`src/rtl/psu_pkg.sv`:
```
// psu_pkg: shared types and constants of the png scanline unfilter
// register indexes, filter codes, field widths and the item struct between
// the position control and the reconstruction stage; no dependencies
package psu_pkg;

	localparam int DEF_MAX_WIDTH      = 4096;
	localparam int DEF_MAX_COMPONENTS = 4;

	localparam int ROW_WIDTH_W = 13;
	localparam int BPP_W       = 3;
	localparam int CFG_DATA_W  = 13;
	localparam int CFG_INDEX_W = 1;
	localparam int COMP_W      = 2;

	localparam logic [CFG_INDEX_W-1:0] REG_ROW_WIDTH       = 1'd0;
	localparam logic [CFG_INDEX_W-1:0] REG_BYTES_PER_PIXEL = 1'd1;

	localparam logic [2:0] FILT_NONE  = 3'd0;
	localparam logic [2:0] FILT_SUB   = 3'd1;
	localparam logic [2:0] FILT_UP    = 3'd2;
	localparam logic [2:0] FILT_AVG   = 3'd3;
	localparam logic [2:0] FILT_PAETH = 3'd4;

	typedef struct packed {
		logic              is_sample;
		logic              first_row;
		logic [2:0]        filter;
		logic [COMP_W-1:0] comp;
		logic              last;
		logic [7:0]        data;
	} item_t;

endpackage

```
`src/rtl/psu_ctrl.sv`:
```
// psu_ctrl: configuration registers and scanline position counters
// classifies each accepted byte and forms its line store address; uses psu_pkg
module psu_ctrl #(
	parameter int MAX_WIDTH      = psu_pkg::DEF_MAX_WIDTH,
	parameter int MAX_COMPONENTS = psu_pkg::DEF_MAX_COMPONENTS,
	parameter int AW             = 14
) (
	input  logic                           clk,
	input  logic                           arst_n,
	input  logic                           cfg_we,
	input  logic [psu_pkg::CFG_INDEX_W-1:0] cfg_index,
	input  logic [psu_pkg::CFG_DATA_W-1:0]  cfg_data,
	input  logic                           accept,
	input  logic [7:0]                     data_byte,
	input  logic                           start_of_image,
	output psu_pkg::item_t                 item,
	output logic [AW-1:0]                  addr
);

	localparam int CW = (MAX_WIDTH > 1) ? $clog2(MAX_WIDTH) : 1;

	logic [psu_pkg::ROW_WIDTH_W-1:0] row_width_q;
	logic [psu_pkg::BPP_W-1:0]       bpp_q;
	logic [CW-1:0]                   col_q;
	logic [psu_pkg::COMP_W-1:0]      comp_q;
	logic [2:0]                      filter_q;
	logic                            expect_q;
	logic                            first_q;

	logic [CW-1:0]              last_col;
	logic [psu_pkg::COMP_W-1:0] last_comp;
	logic [CW-1:0]              col;
	logic [psu_pkg::COMP_W-1:0] comp;
	logic                       expect_eff;
	logic                       first_eff;
	logic                       col_end;
	logic                       comp_end;

	always_ff @(posedge clk or negedge arst_n) begin
		if (!arst_n) begin
			row_width_q <= psu_pkg::ROW_WIDTH_W'(1);
			bpp_q       <= psu_pkg::BPP_W'(1);
		end else if (cfg_we) begin
			unique case (cfg_index)
				psu_pkg::REG_ROW_WIDTH:       row_width_q <= cfg_data;
				psu_pkg::REG_BYTES_PER_PIXEL: bpp_q <= cfg_data[psu_pkg::BPP_W-1:0];
				default: ;
			endcase
		end
	end

	// clamp the limits to the supported range, kept as last index
	always_comb begin
		if (row_width_q == '0)
			last_col = '0;
		else if (32'(row_width_q) > MAX_WIDTH)
			last_col = CW'(MAX_WIDTH - 1);
		else
			last_col = CW'(32'(row_width_q) - 1);

		if (bpp_q == '0)
			last_comp = '0;
		else if (32'(bpp_q) > MAX_COMPONENTS)
			last_comp = psu_pkg::COMP_W'(MAX_COMPONENTS - 1);
		else
			last_comp = psu_pkg::COMP_W'(32'(bpp_q) - 1);
	end

	always_comb begin
		expect_eff = expect_q | start_of_image;
		first_eff  = first_q | start_of_image;
		col        = (col_q > last_col) ? last_col : col_q;
		comp       = (comp_q > last_comp) ? last_comp : comp_q;
		col_end    = (col >= last_col);
		comp_end   = (comp >= last_comp);
		addr       = AW'(32'(col) * MAX_COMPONENTS + 32'(comp));

		item.is_sample = !expect_eff;
		item.first_row = first_eff;
		item.filter    = filter_q;
		item.comp      = comp;
		item.last      = col_end & comp_end;
		item.data      = data_byte;
	end

	always_ff @(posedge clk or negedge arst_n) begin
		if (!arst_n) begin
			col_q    <= '0;
			comp_q   <= '0;
			filter_q <= psu_pkg::FILT_NONE;
			expect_q <= 1'b1;
			first_q  <= 1'b1;
		end else if (accept) begin
			if (expect_eff) begin
				// unknown filter codes fall back to none
				filter_q <= (data_byte > 8'd4) ? psu_pkg::FILT_NONE : data_byte[2:0];
				col_q    <= '0;
				comp_q   <= '0;
				expect_q <= 1'b0;
				first_q  <= first_eff;
			end else if (comp_end) begin
				comp_q <= '0;
				if (col_end) begin
					col_q    <= '0;
					expect_q <= 1'b1;
					first_q  <= 1'b0;
				end else begin
					col_q <= CW'(32'(col) + 1);
				end
			end else begin
				comp_q <= psu_pkg::COMP_W'(comp + 1'b1);
				col_q  <= col;
			end
		end
	end

endmodule

```
`config.mk`:
```
export PLATFORM = sky130hd
export DESIGN_NAME = psu_ctrl
export DESIGN_NICKNAME = d
export VERILOG_FILES = /design/src/rtl/psu_pkg.sv /design/src/rtl/psu_ctrl.sv
export SDC_FILE = /design/constraint.sdc
export NUM_CORES = 1
export LEC_CHECK = 0
export ABC_AREA = 1
export BUFFER_PORTS_ARGS = -buffer_cell sky130_fd_sc_hd__buf_4
export CORE_AREA = 2 2 78 80
export CTS_CLUSTER_DIAMETER = 200
export DETAILED_ROUTE_END_ITERATION = 8
export DIE_AREA = 0 0 80 82
export HOLD_SLACK_MARGIN = 0.12
export PLACE_DENSITY = 0.78
export SYNTH_ARGS = -nofsm -noshare
export SYNTH_HDL_FRONTEND = slang
export SYNTH_SLANG_ARGS = --single-unit
```
`constraint.sdc`:
```
create_clock -name clk -period 10.21 [get_ports clk]
set_clock_uncertainty 0.2 [all_clocks]
set_input_delay 2.042 -clock clk [delete_from_list [all_inputs] [get_ports clk]]
set_output_delay 2.042 -clock clk [all_outputs]
set_load 0.03 [all_outputs]
```
Yosys cells after proc, flatten, opt, wreduce, memory -nomap -nowiden
Cells that the tools add are included.
- logic and storage cells: 50
- output and inout port bits: 30
- input bits: 27
- register bits after elaboration: 35
- add/subtract/negate cells: 5
- reductions and logical operators: 9
- $lt $le $gt $ge: 7
- muxes and demuxes: 18
- bitwise operators: 4
- operators by type and width (kind ; count):
    12-bit 2-to-1 mux ; 6
    14-bit by 2-bit adder with 14-bit output ; 1
    13-bit greater-than comparator (second input constant) ; 1
    13-bit zero test ; 1
    12-bit by 1-bit adder with 12-bit output (second input constant) ; 1
    12-bit greater-or-equal comparator ; 1
    12-bit greater-than comparator ; 1
    12-bit by 1-bit subtractor with 12-bit output (second input constant) ; 1
    2-bit 2-to-1 mux ; 5
    8-bit by 3-bit greater-than comparator with 1-bit output (second input constant) ; 1
    1-bit 2-to-1 mux ; 6
    2-bit AND reduction ; 3
    2-bit nonzero test ; 2
    3-bit greater-than comparator (second input constant) ; 1
    3-bit zero test ; 1
    3-bit 2-to-1 mux ; 1
    3-bit AND reduction ; 1
    2-bit by 1-bit adder with 2-bit output (second input constant) ; 1
    2-bit greater-or-equal comparator ; 1
    2-bit greater-than comparator ; 1
    1-bit OR ; 2
    2-bit by 1-bit subtractor with 2-bit output (second input constant) ; 1
    1-bit AND ; 1
    1-bit zero test ; 1
    1-bit NOT ; 1

Depth between registers and ports, before layout
- depth after elaboration: 9
- mapped depth: 35
- mapped depth without buffers: 34

Worst setup path before layout
No wires, ideal clock.
- path kind: reg-to-output
- start: reg row_width_q[0] (netlist bit)
- end: out item[8] (netlist bit)
- stages on the path, launching flop included: 27
- required time: 7.968 ns
- data arrival time: 4.329 ns
- buffers on the path: 2
- slack: 3.639 ns
- cell sequence: dfstp_2 -> inv_1 -> ha_1 -> nand2_4 -> nor2_4 -> nand3_2 -> buf_6 -> inv_1 -> nor2_1 -> inv_1 -> ha_1 -> nand2_1 -> nor2_1 -> nand2_2 -> clkinv_2 -> nand2_1 -> nand3_2 -> nand2_4 -> buf_6 -> o21ai_0 -> ha_1 -> nand2_1 -> nor2_1 -> nand3_1 -> nand4_1 -> nand2_1 -> inv_1
- RTL lines (element ; line ; text):
    from (decl) ; psu_ctrl.sv:22 ; logic [psu_pkg::ROW_WIDTH_W-1:0] row_width_q;
    from (signal assigned) ; psu_ctrl.sv:41 ; row_width_q <= psu_pkg::ROW_WIDTH_W'(1);
    from (signal assigned) ; psu_ctrl.sv:45 ; psu_pkg::REG_ROW_WIDTH: row_width_q <= cfg_data;
    to (decl) ; psu_ctrl.sv:16 ; output psu_pkg::item_t item,

==> summary.txt <==
Status: finished, final reports clean
Max VDD drop: 0.0779 mV
Worst Hold Endpoint: expect_q
Die area: 6560 um2
Syn_nets: 508
Netlist Area Pre-Place: 3180 um2
CTS clk-pin slew, worst paths: 0.07 ns
TNS Setup: 0 ns
Largest net degree at the start of global routing: 36
First drt pass iteration count: 5
Top-count cell post-synth: nand2_1
HPWL Detailed: 5840 um
PostCTS Resize Cnt: 0
Initial DRC count: 163
Setup crit start kind: register
R2R depth: 29
Main area contributors after synthesis: dfrtp_1 (24%), nand2_1 (14%), ha_1 (13%)
Worst reg-to-reg setup slack: 5.32 ns
YS warnings: 0
Clock power share: 0.210
Flops & latches, synth: 35
Post-synth top area share: 0.244
Reg2Reg Launch Point: row_width_q[0]
Root buffer cell: clkbuf_8
Max-cap violations: 0
Max Buffers Root-to-Sink: 2
Final std cells w/o fill: 571
Total GRT Usage: 0.245
Synth cell types: 37
CTS tree: done
Initial Util: 0.554
Worst-Margin Slew: 0.671 ns
Arrival @ worst endpoint: 4.62 ns
Post-placement cell count: 563
Hold-fix buffers at CTS: 0
Register area share after synthesis: 0.277
Core area: 5750 um2
Post-CTS Repair Setup Buffers: 0
CP endpoint kind: output port
First-pass GRT wire length: 12600 um
Wire per inst: 12.9 um
Vias/cell: 5.19
Reg2Reg Capture Point: col_q[4]
RSZ-0062 raised after global routing: no
Hold path startpoint: expect_q
Die X: 80 um
Final-layout fill cell count: 531
Worst min path class: register to register
Die height: 82 um
Fraction of registers with async set or reset after synthesis: 1.00
Row count: 28
Sw Share: 0.418
Final Hold Fails: 0
Static Leak: 2.00 nW
NumNets Final: 554
Syn_area_per_cell: 7.09 um2
Final Util: 0.635
Later-pin clock latency in the skew report: 0.29 ns
RD Place Congestion: 0.925
GR Overflow Total: 0
Crit share post-route: 0.672
DRT antenna net count: 0
Top achievable clock speed: 146 MHz
Hold Path Depth: 2
Port bufs: 56
Slew Limit Headroom: 0.552
CTS Buf Count: 5
Layout cells sized above 1: 0.226
Area grow syn2layout: 14.7%
# setup viols final: 0
Combinational Power Share: 0.441
Vias in the first global route: 2839
Inserted Diodes: 0
Cells after Synth: 449
Power Density: 132 nW/um2
Sequential share of power: 0.350
Pins over their slew limit: 0
NetSw: 0.202 mW
Routed WL: 7380 um
Critical path class: register to output port
Synth area leader: dfrtp_1
CTS Sinks: 35
I/O pins: 57
Synth Flop Type: dfrtp_1
Via count: 2961
EDFF count, synth: 0
Post-synth top cells: nand2_1 (118), inv_1 (64), nor2_1 (40)
Crit Path Max Fanout: 23
DRC errors left: 0
Int Power: 0.281 mW
H-tree depth: 2
Initial antenna violation count: 0
Minimum clock period after layout: 6.86 ns
Worst path required time: 7.97 ns
==> worst max-delay path, cell delays in order, from the launching register on <==
cell      delay (ns)
dfstp_2         0.54
inv_1           0.11
ha_1            0.31
nand2_4         0.12
nor2_4          0.05
nand2_2         0.07
nand2_4         0.09
inv_2           0.08
nor2_1          0.04
nor2_1          0.15
inv_1           0.08
ha_1            0.29
nand2_1         0.07
nor2_1          0.14
nand2_2         0.08
clkinv_2        0.07
nand2_1         0.06
nand3_2         0.10
nand2_4         0.18
o21ai_0         0.45
ha_1            0.32
nand2_1         0.09
nor2_1          0.05
a211oi_1        0.18
nand4_1         0.15
nand2_1         0.11
inv_1           0.12
buf_4           0.19
==> layer usage <==
layer | wire length, um | GRT usage | share of wire
met1 | 3200 | 0.302 | 0.43
met5 | 0 | 0 | 0
met2 | 3720 | 0.428 | 0.50
met3 | 325 | 0.0495 | 0.044
met4 | 142 | 0.0864 | 0.019
==> logic make-up after synthesis <==
kind of cell	count (synthesis)	share of synthesized area
compound gates	63	0.112
xor+xnor	8	0.0220
fa+ha+maj	32	0.126
buf+inv	84	0.121
flops	35	0.277
mux	2	0.00708
simple gates	225	0.335
==> through the flow <==
step           instance area, um2  hold slack [ns]  setup slack [ns]  total power, mW
4_1_cts                      3650            0.296              3.38            0.485
3_5_place_dp                 3560            0.277              3.77            0.384
5_1_grt                      3650            0.330              2.93            0.524
3_3_place_gp                 3560            0.270              3.92            0.375
2_1_floorplan                3180            0.253              3.64            0.327
6_report                     3650            0.294              3.35            0.482
==> worst max-delay path by stage <==
stage                              start  cells past startpoint  endpoint
after floorplan           row_width_q[0]                     26   item[8]
after global placement    row_width_q[0]                     27   item[8]
after detailed placement  row_width_q[0]                     27   item[8]
after CTS                 row_width_q[0]                     27   item[8]
after global routing      row_width_q[0]                     27   item[8]
final                     row_width_q[0]                     27   item[8]
==> placed cells by master, fill, tap and decap left out <==
master,instances
inv_2,2
nand3_1,23
nor2_4,5
clkinv_2,2
nand4_1,7
nand2_2,13
inv_1,64
nor3_1,2
nand3_2,5
o21ai_2,7
nand2_1,118
o22ai_1,5
dfrtp_1,31
o21ai_1,6
ha_1,32
clkbuf_8,5
clkbuf_1,1
o21ai_0,20
mux2_2,2
nor2_2,2
nand3b_1,1
clkinvlp_4,1
o31ai_1,1
a21o_1,1
nor4_1,1
nand2_4,3
or2_2,3
o21bai_1,1
nor2_8,1
xnor2_1,3
nand3_4,1
dfstp_2,4
a21oi_1,21
a211oi_1,1
nor2_1,40
buf_4,56
xor2_1,5
==> power by group through the flow <==
stage          Combinational (mW)  Clock [mW]  Sequential (mW)
2_1_floorplan               0.160           0            0.168
3_3_place_gp                0.204           0            0.170
3_5_place_dp                0.212           0            0.171
4_1_cts                     0.214       0.103            0.169
5_1_grt                     0.242       0.112            0.171
6_report                    0.213       0.101            0.169
==> final cells by class <==
class | count | area, um2 | area share
clock buffers | 6 | 72.6 | 0.0199
clock inverters | 2 | 12.5 | 0.00343
inverters | 67 | 253 | 0.0692
multi-input cells | 330 | 1920 | 0.525
flip-flops and latches | 35 | 881 | 0.241
well taps | 75 | 93.8 | 0.0257
repair buffers | 56 | 420 | 0.115
==> state kept, by name, summed over array words and instances, names as in the netlist <==
name and count:
first_q 1, col_q 12, bpp_q 3, row_width_q 13
expect_q 1, filter_q 3, comp_q 2
(Power assumes the default switching activity.)
