==> config.mk <==
export PLATFORM = sky130hd
export DESIGN_NAME = psu_recon
export DESIGN_NICKNAME = d
export VERILOG_FILES = /design/src/rtl/psu_pkg.sv /design/src/rtl/psu_recon.sv
export SDC_FILE = /design/constraint.sdc
export NUM_CORES = 1
export LEC_CHECK = 0
export BUFFER_PORTS_ARGS = -buffer_cell sky130_fd_sc_hd__buf_2
export CAP_MARGIN = 15
export CORE_UTILIZATION = 45
export CTS_CLUSTER_SIZE = 16
export DETAILED_ROUTE_END_ITERATION = 10
export PLACE_DENSITY = 0.76
export RECOVER_POWER = 100
export SETUP_SLACK_MARGIN = 0.15
export SLEW_MARGIN = 20
export SYNTH_ARGS = -nofsm -noshare
export SYNTH_HDL_FRONTEND = slang
export SYNTH_SLANG_ARGS = --single-unit
==> constraint.sdc <==
create_clock -name clk -period 16.6 [get_ports clk]
set_clock_uncertainty 0.2 [all_clocks]
set_input_delay 0.83 -clock clk [delete_from_list [all_inputs] [get_ports clk]]
set_output_delay 0.83 -clock clk [all_outputs]
set_load 0.05 [all_outputs]
==> src/rtl/psu_pkg.sv <==
// psu_pkg: shared types and constants of the png scanline unfilter
// register indexes, filter codes, field widths and the item struct between
// the position control and the reconstruction stage; no dependencies
package psu_pkg;

	localparam int DEF_MAX_WIDTH      = 4096;
	localparam int DEF_MAX_COMPONENTS = 4;

	localparam int ROW_WIDTH_W = 13;
	localparam int BPP_W       = 3;
	localparam int CFG_DATA_W  = 13;
	localparam int CFG_INDEX_W = 1;
	localparam int COMP_W      = 2;

	localparam logic [CFG_INDEX_W-1:0] REG_ROW_WIDTH       = 1'd0;
	localparam logic [CFG_INDEX_W-1:0] REG_BYTES_PER_PIXEL = 1'd1;

	localparam logic [2:0] FILT_NONE  = 3'd0;
	localparam logic [2:0] FILT_SUB   = 3'd1;
	localparam logic [2:0] FILT_UP    = 3'd2;
	localparam logic [2:0] FILT_AVG   = 3'd3;
	localparam logic [2:0] FILT_PAETH = 3'd4;

	typedef struct packed {
		logic              is_sample;
		logic              first_row;
		logic [2:0]        filter;
		logic [COMP_W-1:0] comp;
		logic              last;
		logic [7:0]        data;
	} item_t;

endpackage

==> src/rtl/psu_recon.sv <==
// psu_recon: reconstruction stage, neighbour registers and output register
// applies sub/up/average/paeth and writes the row back; uses psu_pkg
module psu_recon #(
	parameter int AW = 14
) (
	input  logic                      clk,
	input  logic                      arst_n,
	input  logic                      accept,
	input  psu_pkg::item_t            item,
	input  logic [AW-1:0]             addr,
	input  logic [7:0]                up_data,
	output logic                      stage_free,
	output logic                      wr_en,
	output logic [AW-1:0]             wr_addr,
	output logic [7:0]                wr_data,
	output logic                      out_valid,
	input  logic                      out_ready,
	output logic [7:0]                out_sample,
	output logic [psu_pkg::COMP_W-1:0] out_comp,
	output logic                      out_last
);

	logic           valid_s1;
	psu_pkg::item_t item_s1;
	logic [AW-1:0]  addr_s1;

	logic [7:0] left_q [4];
	logic [7:0] upleft_q [4];

	logic                       out_valid_q;
	logic [7:0]                 sample_q;
	logic [psu_pkg::COMP_W-1:0] comp_q;
	logic                       last_q;

	logic       adv;
	logic [7:0] a, b, c, pred, value;
	logic [8:0] sum_ab;
	logic [9:0] two_c;
	logic [8:0] pa, pb;
	logic [9:0] pc;

	// filter bytes move on without taking the output register
	assign adv        = valid_s1 & (!item_s1.is_sample | !out_valid_q | out_ready);
	assign stage_free = !valid_s1 | adv;

	always_comb begin
		a      = left_q[item_s1.comp];
		c      = upleft_q[item_s1.comp];
		b      = item_s1.first_row ? 8'd0 : up_data;
		sum_ab = {1'b0, a} + {1'b0, b};
		two_c  = {1'b0, c, 1'b0};
		pa     = (b >= c) ? 9'(b - c) : 9'(c - b);
		pb     = (a >= c) ? 9'(a - c) : 9'(c - a);
		pc     = ({1'b0, sum_ab} >= two_c) ? ({1'b0, sum_ab} - two_c)
		                                    : (two_c - {1'b0, sum_ab});

		unique case (item_s1.filter)
			psu_pkg::FILT_SUB: pred = a;
			psu_pkg::FILT_UP:  pred = b;
			psu_pkg::FILT_AVG: pred = sum_ab[8:1];
			psu_pkg::FILT_PAETH: begin
				priority if ({1'b0, pa} <= {1'b0, pb} && {1'b0, pa} <= pc)
					pred = a;
				else if ({1'b0, pb} <= pc)
					pred = b;
				else
					pred = c;
			end
			default: pred = 8'd0;
		endcase

		value = item_s1.data + pred;
	end

	// consecutive samples never share an address, so no forwarding path
	assign wr_en   = adv & item_s1.is_sample;
	assign wr_addr = addr_s1;
	assign wr_data = value;

	always_ff @(posedge clk or negedge arst_n) begin
		if (!arst_n)
			valid_s1 <= 1'b0;
		else if (accept)
			valid_s1 <= 1'b1;
		else if (adv)
			valid_s1 <= 1'b0;
	end

	always_ff @(posedge clk) begin
		if (accept) begin
			item_s1 <= item;
			addr_s1 <= addr;
		end
	end

	always_ff @(posedge clk or negedge arst_n) begin
		if (!arst_n) begin
			for (int i = 0; i < 4; i++) begin
				left_q[i]   <= 8'd0;
				upleft_q[i] <= 8'd0;
			end
		end else if (adv) begin
			if (!item_s1.is_sample) begin
				for (int i = 0; i < 4; i++) begin
					left_q[i]   <= 8'd0;
					upleft_q[i] <= 8'd0;
				end
			end else begin
				left_q[item_s1.comp]   <= value;
				upleft_q[item_s1.comp] <= b;
			end
		end
	end

	always_ff @(posedge clk or negedge arst_n) begin
		if (!arst_n)
			out_valid_q <= 1'b0;
		else if (adv && item_s1.is_sample)
			out_valid_q <= 1'b1;
		else if (out_ready)
			out_valid_q <= 1'b0;
	end

	always_ff @(posedge clk) begin
		if (adv && item_s1.is_sample) begin
			sample_q <= value;
			comp_q   <= item_s1.comp;
			last_q   <= item_s1.last;
		end
	end

	assign out_valid  = out_valid_q;
	assign out_sample = sample_q;
	assign out_comp   = comp_q;
	assign out_last   = last_q;

endmodule

# Word-level counts from Yosys, hierarchy flattened
# Cells that the tools add are included.
# Widths: inputs -> output; s select.
dict set report op_classes {
  add_sub_neg 8
  mul 0
  div_mod_pow 0
  n_lt_le_gt_ge 8
  eq_ne 4
  shift 0
  mux 23
  n_bitwise 6
  n_reduce_logical 8
}
# operator count
set op_table {}
lappend op_table {{$bwmux 32} 2}
lappend op_table {{$mux 32} 2}
lappend op_table {{$mux 8} 8}
lappend op_table {{$sub 8x8->9} 4}
lappend op_table {{$bmux 8 s2} 2}
lappend op_table {{$pmux 8 s4} 1}
lappend op_table {{$le 9x10->1} 2}
lappend op_table {{$sub 9x9->10} 2}
lappend op_table {{$mux 9} 2}
lappend op_table {{$demux 8 s2} 1}
lappend op_table {{$ge 8x8->1} 2}
lappend op_table {{$mux 10} 1}
lappend op_table {{$add 8x8->9} 1}
lappend op_table {{$ge 9x9->1} 1}
lappend op_table {{$le 9x9->1} 1}
lappend op_table {{$add 8x8->8} 1}
lappend op_table {{$eq 3x2->1 const B} 2}
lappend op_table {{$mux 1} 4}
lappend op_table {{$reduce_bool 2->1} 2}
lappend op_table {{$eq 3x1->1 const B} 1}
lappend op_table {{$eq 3x3->1 const B} 1}
lappend op_table {{$ge 3x3->1 const B} 1}
lappend op_table {{$logic_and 1x1->1} 3}
lappend op_table {{$logic_not 1->1} 3}
lappend op_table {{other kinds (4)} 7}
dict set report totals {
  ff_bits 107
  latchBits 0
  mem_bits_rw 0
  romBits 0
  inputBits 42
  output_inout_bits 36
  n_memories 0
}

# Depth between registers and ports, before layout
dict set report logic_depth {
  ltp_word 14
  mapped_depth 42
}

# Least setup slack after synthesis
# OpenSTA, ideal clock, no wires.
dict set report synth_timing {
  path_kind {reg-to-output}
  start {register item_s1[9] in the netlist's numbering}
  end {output wr_data[7]}
  t_arrival_ns 8.891
  setup_slack_ns 6.679
  path_stages_with_launch 40
  cell_sequence {edfxtp_1 > clkbuf_1 > clkbuf_1 > mux4_2 > ha_1 > a21o_1 > a21oi_1 > o21ai_0 > a21oi_1 > o21ai_0 > a21oi_1 > xnor2_1 > ha_1 > buf_2 > a211o_1 > a31oi_2 > a32oi_4 > mux2i_1 > (+4 left out) > and3_1 > and3_1 > and4_1 > and3_4 > a21oi_1 > buf_2 > o21ai_1 > a221o_1 > ha_1 > a21o_1 > a21oi_1 > o21bai_1 > a21oi_1 > o21ai_0 > xnor2_1 > nor2_1 > or4b_1 > nand4_2}
}
dict set report synth_via {
  elab_chain_cells 12
  elab_cells_between_ends 28
  cone_classes {add/sub (8); order compare (6); mux (12); bitwise (1); reduce/logical (1)}
}
# element line
set synth_lines {}
lappend synth_lines {{start: declaration} psu_recon.sv:24} ;# psu_pkg::item_t item_s1;
lappend synth_lines {{start signal: assignment} psu_recon.sv:91} ;# item_s1 <= item;
lappend synth_lines {{$not 2->3 (not written as such) (*)} {psu_recon.sv:47, psu_recon.sv:48}}
lappend synth_lines {{$bmux 8 s2} psu_recon.sv:47} ;# a = left_q[item_s1.comp];
lappend synth_lines {{$mux 8 (not written as such) (2 in a row)} psu_recon.sv:47}
lappend synth_lines {{$add 8x8->9} psu_recon.sv:50} ;# sum_ab = {1'b0, a} + {1'b0, b};
lappend synth_lines {{$sub 9x9->10, or another cell as far along} psu_recon.sv:55} ;# : (two_c - {1'b0, sum_ab});
lappend synth_lines {{$mux 10} psu_recon.sv:54} ;# pc = ({1'b0, sum_ab} >= two_c) ? ({1'b0, sum_ab} - two_c)
lappend synth_lines {{$le 9x10->1 (on tied branches)} {psu_recon.sv:64, psu_recon.sv:62}}
lappend synth_lines {{$mux 8 / $logic_and 1x1->1 (equally long branches)} {psu_recon.sv:64, psu_recon.sv:62}}
lappend synth_lines {{$mux 8} psu_recon.sv:62} ;# priority if ({1'b0, pa} <= {1'b0, pb} && {1'b0, pa} <= pc)
lappend synth_lines {{$pmux 8 s4 (*)} psu_recon.sv:57} ;# unique case (item_s1.filter)
lappend synth_lines {{$add 8x8->8 (*)} psu_recon.sv:72} ;# value = item_s1.data + pred;
lappend synth_lines {{end: declaration} psu_recon.sv:15} ;# output logic [7:0] wr_data,
# Every way passes the cells marked *; elsewhere a longest branch is shown, timed or not. The select of a mux whose other input is x is not followed.

# Final worst setup path
# Same ends and word-level chain as after synthesis.

==> reports/results.ini <==
[routing]
wl_met1_um = 9030
wl_met3_um = 1460
vias = 6436
vias_per_cell = 5.96
highest_layer = met4
drtIter0Drc = 564
antenna_left = 0
wirelength_um = 20500
drc_errors = 0
wl_met2_um = 9450
wl_per_cell_um = 19.0
drtPass1Iterations = 5

[placement]
dp_hpwl_um = 15600
numPortBuffers = 77
place_ws_ns = 5.75
routabilityCongestion = 0.923

[power]
p_leak_nw = 3.85
irDropWorstVdd_uv = 115
p_per_area_nw_per_um2 = 174

[worst_setup_path]
timing.critical_path.from_type = register
path_buf_inv = 2
cp.depth = 37
r2r-start = item_s1[9]
reg2reg_depth = 37
startpoint = item_s1[9]
worst-endpoint-required_ns = 15.57
critPathTopFamily = compound AO/OA/AOI/OAI gates
arrival_ns = 12.24
rr_endpoint = left_q[15]
cp_max_fo = 25
end_kind = output port
crit_path_end = wr_data[7]
crit_type = register to output port
cpMaxStageDelayCell = a32oi_1
slowest_delay_ns = 1.20
rrSetupSlack_ns = 4.67
crit_top_cell = a21oi_1

[die]
pin_count = 78
die_w_um = 133
core_area_um2 = 16700
dieHeight_um = 133
rows = 47
start_util = 0.466
die_area_um2 = 17800

[yosys]
yosys.area.top_type = dfrtp_1
synth_top_cells_by_count = 90 x nand2_1, 87 x ha_1, 66 x dfrtp_1
ys_seq_area_frac = 0.371
ys_async_sr_fraction = 0.617
netlist_top_cells_area = dfrtp_1 21%, edfxtp_1 16%, ha_1 14%
synth.net_count = 928
synth_warnings = 0
syn-cell-area_um2 = 7780
synth_edf_count = 41
synth_most_common_cell = nand2_1
synth_seq_cells = 107
syn_avg_cell_area_um2 = 9.83
syn_inst = 791
yosysUniqueCellTypes = 62
synthFlopType = dfrtp_1
yosys.area.top_type_share = 0.212

[sta]
worst_slack_ns = 3.33
slew_headroom = -1.28
rsz0062_at_grt = no
worst_pin_slew_ns = 3.41
hold_viol = 0
finalWorstPathRequiredPeriod_ns = 13.27
maxClockFrequency_mhz = 75.3
finalSetupViolations = 0
period_share = 0.800
tns_ns = 0
slew_viol_final = 144

[finish]
synthToLayoutAreaGrowth_pct = 9.94
drive_above_1_share = 0.0953
antennaDiodeCount = 0
fin_util = 0.512
fill_cells = 1524
nNetsFinal = 992

[global_route]
overflow = 0
grt_max_degree = 67
grt_pass1_vias = 6162
antenna_found_initial = 0
grt_pass1_wl_um = 32400
grtUsageTotal = 0.236

[clock_network]
cts_made_buffers = 9
htreeDepth = 3
cts_buffer_depth = 2
post_cts_buffers = 0
cts_resized = 0
root_buffer = clkbuf_16
cts.sinks = 107
cts_tree = done
clk_pin_slew_ns = 0.07
insertion_delay_ns = 0.35
postCtsHoldBufs = 0

[job]
maxCapViolCount = 3

[min_path]
hp-class = register to register

[run_status]
violations = max-capacitance violations, max-slew violations
status = complete, but fails checks

layout make-up:
class	instances	area (um^2)	area share
clock buffer	9	225	0.0263
clock inverter	7	58.8	0.00688
inverter	62	233	0.0272
multi-input combinational	594	4520	0.529
sequential	107	2880	0.337
tap	220	275	0.0322
timing repair buffer	81	357	0.0417
how the worst min path moves through the flow:
stage                     startpoint        to  cells past startpoint
after global routing      item_s1[8]  out_last                      0
after floorplan           item_s1[8]  out_last                      0
after global placement    item_s1[8]  out_last                      0
final                     item_s1[8]  out_last                      0
after detailed placement  item_s1[8]  out_last                      0
after CTS                 item_s1[8]  out_last                      0
through the flow:
| step | instance area, um^2 | power, W | instances | hold WS (ns) |
|---|---|---|---|---|
| after floorplan | 7780 | 0.00106 | 791 | 0.200 |
| after global placement | 8360 | 0.00127 | 1064 | 0.202 |
| after detailed placement | 8360 | 0.00128 | 1064 | 0.205 |
| after CTS | 8640 | 0.00149 | 1080 | 0.222 |
| after global routing | 8550 | 0.00159 | 1080 | 0.225 |
| final | 8550 | 0.00148 | 1080 | 0.221 |
report_power, final:
group / total [W] / switching (W) / internal (W)
Combinational: 0.000957 / 0.000607 / 0.000350
Clock: 0.000201 / 0.0000967 / 0.000104
Sequential: 0.000327 / 0.0000169 / 0.000310
layout by cell type, fill, tap and decap left out, types with 13 or more instances in the layout:
cell type,Yosys,layout
a21o_1,18,18
a21oi_1,44,44
a22o_1,30,30
buf_2,6,39
clkbuf_1,20,41
dfrtp_1,66,66
edfxtp_1,41,41
ha_1,87,87
inv_1,62,62
mux4_2,15,15
nand2_1,90,90
nand2b_1,13,13
nand3_1,13,13
nor2_1,37,37
o21ai_0,61,63
xnor2_1,17,17
logic make-up after synthesis:
group,count (synthesis),synth area share
XOR/XNOR,29,0.0327
AND/OR/NAND/NOR,218,0.138
AO/OA/AOI/OAI,223,0.192
adder cells (fa/ha/maj),95,0.161
multiplexers,29,0.0619
buffers and inverters,90,0.0444
flip-flops,107,0.371
metal layers:
metal | track usage | vias up
li1 | - | 2999
met1 | 0.326 | 3115
met2 | 0.379 | 279
met3 | 0.0316 | 43
met4 | 0.0890 | 0
met5 | 0 | -
flip-flops by register name, summed over array words and instances (netlist names):
register,cells
out_comp,2
item_s1,16
left_q,32
out_valid,1
out_sample,8
upleft_q,32
wr_addr,14
out_last,1
valid_s1,1
Note: power is estimated with default switching activity, not from simulation.
